===== src/rtl/cfl_time_step_min_defines.svh =====
// Assertion helpers for the cfl_time_step_min block.
`ifndef CFL_TIME_STEP_MIN_DEFINES_SVH
`define CFL_TIME_STEP_MIN_DEFINES_SVH

// Same-cycle implication, disabled during reset.
`define CTS_ASSERT_NOW(label, clk, rst, ante, cons) \
   label: assert property (@(posedge clk) disable iff (rst) (ante) |-> (cons)) \
      else $error("cfl_time_step_min: assertion failed");

// Next-cycle implication, disabled during reset.
`define CTS_ASSERT_NEXT(label, clk, rst, ante, cons) \
   label: assert property (@(posedge clk) disable iff (rst) (ante) |=> (cons)) \
      else $error("cfl_time_step_min: assertion failed");

`endif


===== src/rtl/cflts_pkg.sv =====
package cflts_pkg;

   localparam int W32    = 32;
   localparam int SS_W   = 28;
   localparam int TS_W   = 25;
   localparam int CF_W   = 17;
   localparam int PROD_W = CF_W + W32;   // courant * spacing
   localparam int DEN_W  = W32 + 16;     // divisor aligned to the product scale

   localparam logic [CF_W-1:0] CF_RESET = 17'd32768;
   localparam logic [SS_W-1:0] SS_MAX   = '1;

   typedef struct packed {
      logic [W32-1:0]        temperature;
      logic signed [W32-1:0] velocity;
      logic [W32-1:0]        spacing;
      logic                  has_spacing;
      logic                  last_node;
   } req_type;

   typedef struct packed {
      logic [SS_W-1:0] acoustic_speed;
      logic [TS_W-1:0] time_step;
      logic            bad_divisor;
      logic            pass_done;
   } rsp_type;

   typedef enum logic [2:0] {
      ST_IDLE,
      ST_SQRT,
      ST_SETUP,
      ST_CMP,
      ST_DIV,
      ST_FINISH
   } state_type;

endpackage


===== src/rtl/cfl_time_step_min.sv =====
// Channel   Ports                               Direction  Moves
// request   req_valid, req_stall, req_item      in         one grid node per item
// response  rsp_valid, rsp_stall, rsp_item      out        one result per node
// config    csr_we, csr_wdata                   in         courant_factor, Q1.16
//
// Sequence: a node holds the engine through the bit-serial root with the Courant product
// alongside, the setup and compare states, restoring division and the finish state;
// it returns to idle before the next node is taken. The division is skipped without spacing,
// without a usable divisor, or when the product already reaches the divisor.
// Reset: synchronous, active high; courant_factor to 0.5, running minimum to 1.0.
// Stalls: a new node is taken while the last result waits; rsp_stall holds the post cycle.
`include "cfl_time_step_min_defines.svh"

module cfl_time_step_min #(
   parameter int FRAC_BITS = 24
) (
   input  logic                      clock,
   input  logic                      reset,
   input  logic                      req_valid,
   output logic                      req_stall,
   input  cflts_pkg::req_type        req_item,
   output logic                      rsp_valid,
   input  logic                      rsp_stall,
   output cflts_pkg::rsp_type        rsp_item,
   input  logic                      csr_we,
   input  logic [cflts_pkg::CF_W-1:0] csr_wdata
);
   import cflts_pkg::*;

   // Square root of temperature << FRAC_BITS: one root bit per step.
   localparam int SQ_STEPS = (W32 + FRAC_BITS + 1) / 2;
   localparam int RAD_W    = 2 * SQ_STEPS;
   localparam int SQR_W    = SQ_STEPS + 1;        // stored partial remainder
   localparam int SQT_W    = SQ_STEPS + 3;        // trial remainder
   localparam int MIN_W    = FRAC_BITS + 1;       // holds 1.0
   localparam int CNT_MAX  = (SQ_STEPS > FRAC_BITS) ? SQ_STEPS : FRAC_BITS;
   localparam int CNT_W    = $clog2(CNT_MAX);

   localparam logic [MIN_W-1:0] ONE_FIX = {1'b1, {FRAC_BITS{1'b0}}};

   // control
   state_type          state_ff, state_in;
   logic [CNT_W-1:0]   cnt_ff;
   logic               rsp_valid_ff;
   rsp_type            rsp_ff;

   // architectural state
   logic [CF_W-1:0]    cf_ff;
   logic [MIN_W-1:0]   min_step_ff;
   logic               err_seen_ff;

   // captured node
   logic signed [W32-1:0] vel_ff;
   logic [W32-1:0]     sp_ff;
   logic               has_sp_ff;
   logic               last_ff;

   // square root
   logic [RAD_W-1:0]   rad_ff;
   logic [SQR_W-1:0]   srem_ff;
   logic [SQ_STEPS-1:0] root_ff;

   // serial multiply
   logic [CF_W-1:0]    cf_sr_ff;
   logic [PROD_W-1:0]  prod_ff;

   // division
   logic [DEN_W-1:0]   den_ff;
   logic [PROD_W-1:0]  rem_ff;
   logic [MIN_W-1:0]   quot_ff;
   logic               skip_ff;
   logic               err_hit_ff;
   logic [SS_W-1:0]    ss_ff;

   // combinational
   logic               req_take;
   logic               out_load;
   logic               sq_last;
   logic               div_last;
   logic [SQT_W-1:0]   sq_trial;
   logic [SQT_W-1:0]   sq_sub;
   logic               sq_ge;
   logic [SQT_W-1:0]   sq_rem_in;
   logic [SS_W-1:0]    ss_sat;
   logic signed [W32+1:0] div_sum;
   logic               div_bad;
   logic [PROD_W-1:0]  rem_sh;
   logic               rem_ge;
   logic               num_ge;
   logic [MIN_W-1:0]   min_in;
   logic               err_in;

   // ---------------------------------------------------------------
   // Next state
   // ---------------------------------------------------------------
   always_comb begin
      state_in = state_ff;
      case (state_ff)
         ST_IDLE: begin
            if (req_take) state_in = ST_SQRT;
         end
         ST_SQRT: begin
            if (sq_last) state_in = ST_SETUP;
         end
         ST_SETUP: begin
            state_in = ST_CMP;
         end
         ST_CMP: begin
            if (skip_ff || num_ge) state_in = ST_FINISH;
            else state_in = ST_DIV;
         end
         ST_DIV: begin
            if (div_last) state_in = ST_FINISH;
         end
         ST_FINISH: begin
            if (out_load) state_in = ST_IDLE;
         end
         default: begin
            state_in = ST_IDLE;
         end
      endcase
   end

   // ---------------------------------------------------------------
   // Control outputs
   // ---------------------------------------------------------------
   always_comb begin
      req_stall = 1'b1;
      out_load  = 1'b0;
      case (state_ff)
         ST_IDLE: begin
            req_stall = 1'b0;
         end
         ST_FINISH: begin
            out_load = !rsp_valid_ff || !rsp_stall;
         end
         default: begin
            req_stall = 1'b1;
            out_load  = 1'b0;
         end
      endcase
   end

   assign req_take = req_valid && !req_stall;
   assign sq_last  = (cnt_ff == CNT_W'(SQ_STEPS - 1));
   assign div_last = (cnt_ff == CNT_W'(FRAC_BITS - 1));

   // ---------------------------------------------------------------
   // Datapath step logic
   // ---------------------------------------------------------------
   // root step: bring down two radicand bits, try subtracting 4*root + 1
   assign sq_trial  = {srem_ff, rad_ff[RAD_W-1 -: 2]};
   assign sq_sub    = {1'b0, root_ff, 2'b01};
   assign sq_ge     = (sq_trial >= sq_sub);
   assign sq_rem_in = sq_ge ? (sq_trial - sq_sub) : sq_trial;

   // sound speed saturates to the 28-bit output range for wide fractions
   assign ss_sat = (64'(root_ff) > 64'(SS_MAX)) ? SS_MAX : SS_W'(root_ff);

   // divisor = sound speed + velocity, must be positive
   assign div_sum = $signed({{(W32 + 2 - SS_W){1'b0}}, ss_sat})
                  + $signed({{2{vel_ff[W32-1]}}, vel_ff});
   assign div_bad = div_sum[W32+1] || (div_sum == '0);

   // candidate saturates to 1.0 when the numerator reaches the divisor
   assign num_ge = (prod_ff >= PROD_W'(den_ff));

   // restoring division step
   assign rem_sh = {rem_ff[PROD_W-2:0], 1'b0};
   assign rem_ge = (rem_sh >= PROD_W'(den_ff));

   // minimum update; a skipped candidate is 1.0 and never wins
   assign min_in = (quot_ff < min_step_ff) ? quot_ff : min_step_ff;
   assign err_in = err_seen_ff || err_hit_ff;

   // ---------------------------------------------------------------
   // Control registers
   // ---------------------------------------------------------------
   always_ff @(posedge clock) begin
      if (reset) begin
         state_ff     <= ST_IDLE;
         cnt_ff       <= '0;
         rsp_valid_ff <= 1'b0;
         cf_ff        <= CF_RESET;
         min_step_ff  <= ONE_FIX;
         err_seen_ff  <= 1'b0;
      end else begin
         state_ff <= state_in;

         if (csr_we) cf_ff <= csr_wdata;

         if (req_take || (state_ff == ST_CMP)) cnt_ff <= '0;
         else if ((state_ff == ST_SQRT) || (state_ff == ST_DIV)) cnt_ff <= cnt_ff + 1'b1;

         if (out_load) rsp_valid_ff <= 1'b1;
         else if (!rsp_stall) rsp_valid_ff <= 1'b0;

         if (out_load) begin
            min_step_ff <= last_ff ? ONE_FIX : min_in;
            err_seen_ff <= last_ff ? 1'b0 : err_in;
         end
      end
   end

   // ---------------------------------------------------------------
   // Payload registers
   // ---------------------------------------------------------------
   always_ff @(posedge clock) begin
      if (req_take) begin
         vel_ff    <= req_item.velocity;
         sp_ff     <= req_item.spacing;
         has_sp_ff <= req_item.has_spacing;
         last_ff   <= req_item.last_node;
         rad_ff    <= RAD_W'({req_item.temperature, {FRAC_BITS{1'b0}}});
         srem_ff   <= '0;
         root_ff   <= '0;
         cf_sr_ff  <= cf_ff;
         prod_ff   <= '0;
      end

      if (state_ff == ST_SQRT) begin
         rad_ff  <= {rad_ff[RAD_W-3:0], 2'b00};
         srem_ff <= SQR_W'(sq_rem_in);
         root_ff <= {root_ff[SQ_STEPS-2:0], sq_ge};
         // MSB-first shift-add multiply over the Courant bits
         if (cnt_ff < CNT_W'(CF_W)) begin
            cf_sr_ff <= {cf_sr_ff[CF_W-2:0], 1'b0};
            prod_ff  <= {prod_ff[PROD_W-2:0], 1'b0}
                      + (cf_sr_ff[CF_W-1] ? PROD_W'(sp_ff) : '0);
         end
      end

      if (state_ff == ST_SETUP) begin
         ss_ff      <= ss_sat;
         den_ff     <= {div_sum[W32-1:0], 16'b0};
         skip_ff    <= !has_sp_ff || div_bad;
         err_hit_ff <= has_sp_ff && div_bad;
      end

      if (state_ff == ST_CMP) begin
         rem_ff  <= prod_ff;
         quot_ff <= (skip_ff || num_ge) ? ONE_FIX : '0;
      end

      if (state_ff == ST_DIV) begin
         rem_ff  <= rem_ge ? (rem_sh - PROD_W'(den_ff)) : rem_sh;
         quot_ff <= {quot_ff[MIN_W-2:0], rem_ge};
      end

      if (out_load) begin
         rsp_ff.acoustic_speed <= ss_ff;
         rsp_ff.time_step      <= TS_W'(min_in);
         rsp_ff.bad_divisor    <= err_in;
         rsp_ff.pass_done      <= last_ff;
      end
   end

   assign rsp_valid = rsp_valid_ff;
   assign rsp_item  = rsp_ff;

   // ---------------------------------------------------------------
   // Assertions
   // ---------------------------------------------------------------
   `CTS_ASSERT_NEXT(a_take_starts_root, clock, reset, req_take, state_ff == ST_SQRT)
   `CTS_ASSERT_NEXT(a_load_shows_valid, clock, reset, out_load, rsp_valid_ff)
   `CTS_ASSERT_NOW(a_div_rem_below_den, clock, reset, state_ff == ST_DIV,
                   rem_ff < PROD_W'(den_ff))
   `CTS_ASSERT_NOW(a_min_at_most_one, clock, reset, state_ff == ST_IDLE,
                   min_step_ff <= ONE_FIX)

endmodule

===== config.mk =====
export PLATFORM = sky130hd
export DESIGN_NAME = cfl_time_step_min
export DESIGN_NICKNAME = d
export VERILOG_FILES = /design/src/rtl/cflts_pkg.sv /design/src/rtl/cfl_time_step_min.sv
export VERILOG_INCLUDE_DIRS = /design/src /design/src/rtl
export SDC_FILE = /design/constraint.sdc
export NUM_CORES = 1
export LEC_CHECK = 0
export ABC_AREA = 1
export BUFFER_PORTS_ARGS = -buffer_cell sky130_fd_sc_hd__buf_2
export CORE_ASPECT_RATIO = 0.5
export CORE_MARGIN = 4
export CORE_UTILIZATION = 25
export DETAILED_ROUTE_END_ITERATION = 6
export PLACE_DENSITY = 0.43
export SLEW_MARGIN = 25
export SYNTH_ARGS = -nofsm -noshare
export SYNTH_HDL_FRONTEND = slang
export SYNTH_SLANG_ARGS = --single-unit

===== constraint.sdc =====
create_clock -name clock -period 13.3 [get_ports clock]
set_clock_uncertainty 0.05 [all_clocks]
set_input_delay 2.66 -clock clock [delete_from_list [all_inputs] [get_ports clock]]
set_output_delay 2.66 -clock clock [all_outputs]
set_load 0.03 [all_outputs]

==> qor.txt <==
Worst-skew pair later-pin latency: 0.62 ns
Routed Antenna Nets: 0
Via density: 4.50
Register area: 12700 µm²
Leak: 14.1 nW
WP buf/inv: 5
Dpl hpwl: 65800 µm
Largest net degree at the start of global routing: 80
Longest Clk Path Bufs: 3
Post-CTS Resized: 0
GPL Wtd Cong: 0.889
Row cnt: 86
Grt ovf: 0
CTS root buf: clkbuf_16
All-Layer GR Usage: 14.8%
Top-Level Pins: 177
Switching pwr: 3.37 mW
CP arrival: 5.05 ns
DIE WIDTH: 480 µm
Post-layout min period: 4.64 ns
Crit path launch type: input port
Post-synthesis cell area: 27800 µm²
PD cells: 233 nW/µm²
Nets: 3991
Clock share of power: 20.1%
CP Cell Sequence: buf_2 -> inv_1 -> nor2_4 -> buf_4 -> buf_4 -> nor2_1 -> inv_1 -> o21ai_0 -> nand2_1 -> o21ai_0
Headroom to the max-slew limit: 32.1%
Leading cell type in the layout, fill and taps excluded: nand2_1
Fillers: 11900
Synthesis warning total: 0
Ys flop type: edfxtp_1
Fmax achieved: 0.216 GHz
Total setup buffers inserted after CTS: 0
I/O Buffers: 176
H-tree depth: 2
Initial antenna violation count: 1
Fraction of layout cells with a size suffix above 1: 9.03%
Drt wl/cell: 16.7 µm
Core Area: 110000 µm²
Register bit total from synthesis: 463
Worst-path maximum fanout: 62
Slew Viols, Final: 0
Register area share after synthesis: 45.7%
Area grow syn2layout: 15.6%
Sequential share of power: 32.2%
Sink Count: 463
Final Hold Viols: 0
Outcome: completed
Crit path kind: in2reg
Most frequent cells in the layout: nand2_1, inv_1, nor2_1
CTS tree: done
Combinational share of power: 47.7%
Max Cap Violations: 0
Detailed Routing Iterations Pass 1: 5
CP Data Required Time: 13.71 ns
Asr flop ratio synth: 0%
Die area: 117000 µm²
Via count: 23500
Initial Util: 25.2%
First-pass GRT wire length: 138000 µm
Switching share of power: 45.0%
Period utilization: 34.9%
Worst setup EP type: flop
Clock transition at path regs: 0.06 ns
Finished Core Util: 29.2%
Critical Path Max Stage Delay: 0.70 ns
# setup viols final: 0
Hold buffer count at cts: 0
WL final: 87300 µm
Multi-input logic area: 13000 µm²
Least-Margin Pin Slew: 1.02 ns
Post-synth EDFFs: 345
Cells after synthesis: 3521
Worst Hold Class: reg2reg
Avg Cell Area, Syn: 7.90 µm²
Slowest stage cell, crit path: buf_4
Mapped Nets: 3822
VDD IR-drop max: 0.000121 V
Vias in the first global route: 23900
DRT iter0 DRCs: 1304
Post-route setup TNS: 0 ns
P_int: 4.13 mW
Cell class contributing the biggest share of worst-path delay: buffers and inverters
DRC: 0
Yosys cell types: 58
Total CTS buffers: 52
Die H: 244 µm
RSZ-0062 raised after global routing: no
## worst register-to-register path: stages (launching register included)
cell and delay, ns:
dfxtp_1 0.45, inv_2 0.12, nor3_4 0.18, buf_4 0.68
inv_2 0.04, buf_4 0.33, nor2_2 0.19, buf_4 0.39
inv_2 0.36, buf_4 0.36, a21oi_1 0.17, o21ai_0 0.09
nand2_1 0.06
## flip-flops by register name, summed over array words and instances (netlist names), 25 cells and up
name         flops
den_ff          32
min_step_ff     25
prod_ff         49
quot_ff         25
rad_ff          32
rem_ff          48
root_ff         28
rsp_item        55
sp_ff           32
srem_ff         29
ss_ff           28
vel_ff          32
## metal layers
layer | GRT usage, % | up-vias | part of all wire (%)
met2 | 25.4 | 418 | 47
met5 | 0 | - | 0
met4 | 3.55 | 0 | 2.2
met1 | 19.8 | 11100 | 47
li1 | - | 11900 | -
met3 | 1.98 | 108 | 3.7
## final timing paths
path | start | end | slack [ns] | cells after the start
worst max-delay path | req_valid | prod_ff[15] | 8.66 | 10
worst max register to register | state_ff[0] | prod_ff[5] | 9.75 | 12
worst min register to register | ss_ff[8] | rsp_item[35] | 0.37 | 0
worst min-delay path | ss_ff[8] | rsp_item[35] | 0.37 | 0
## synth_stat cells, drive strengths merged (19+ instances only)
library cell	number	share of area, %
a21oi	221	4.0
a31oi	20	0.47
and2	29	0.65
buf	26	0.60
clkbuf	55	0.74
dfxtp	118	8.5
edfxtp	345	37
ha	178	8.0
inv	464	6.3
nand2	1021	14
nand3	194	3.5
nand4	34	0.81
nor2	384	5.3
nor3	42	0.85
o211ai	19	0.62
o21ai	196	3.5
xnor2	38	1.2
xor2	30	0.94
## cells by family after synthesis
kind of cell | synth area share (%)
AND/OR/NAND/NOR | 25.9
buffers and inverters | 7.63
AO/OA/AOI/OAI | 10.4
flip-flops | 45.7
adder cells (fa/ha/maj) | 8.22
XOR/XNOR | 2.14
## area by class of cell
type	count	area share, %
flip-flops and latches	463	39.6
well taps	1496	5.82
diodes	1	0.00778
multi-input cells	2511	40.4
clock buffers	64	4.48
repair buffers	196	3.21
clock inverters	34	1.02
inverters	466	5.44
## power by group through the flow
| stage | logic, mW | clock network [mW] | registers, mW |
|---|---|---|---|
| after CTS | 3.63 | 1.57 | 2.42 |
| after global placement | 3.60 | 0 | 2.44 |
| after detailed placement | 3.61 | 0 | 2.44 |
| after floorplan | 2.63 | 0 | 2.36 |
| final | 3.58 | 1.51 | 2.41 |
| after global routing | 4.12 | 1.63 | 2.46 |
## metrics by stage
stage | std cells | instance area (µm²) | power (mW) | hold slack [ns] | setup WS [ns]
6_report | 5231 | 32200 | 7.50 | 0.370 | 8.66
5_1_grt | 5230 | 32100 | 8.20 | 0.374 | 8.33
4_1_cts | 5230 | 32100 | 7.62 | 0.370 | 8.49
3_5_place_dp | 5132 | 30400 | 6.06 | 0.355 | 7.82
3_3_place_gp | 5132 | 30400 | 6.04 | 0.353 | 7.90
2_1_floorplan | 3521 | 27800 | 4.99 | 0.350 | 6.63
(Power assumes the default switching activity.)
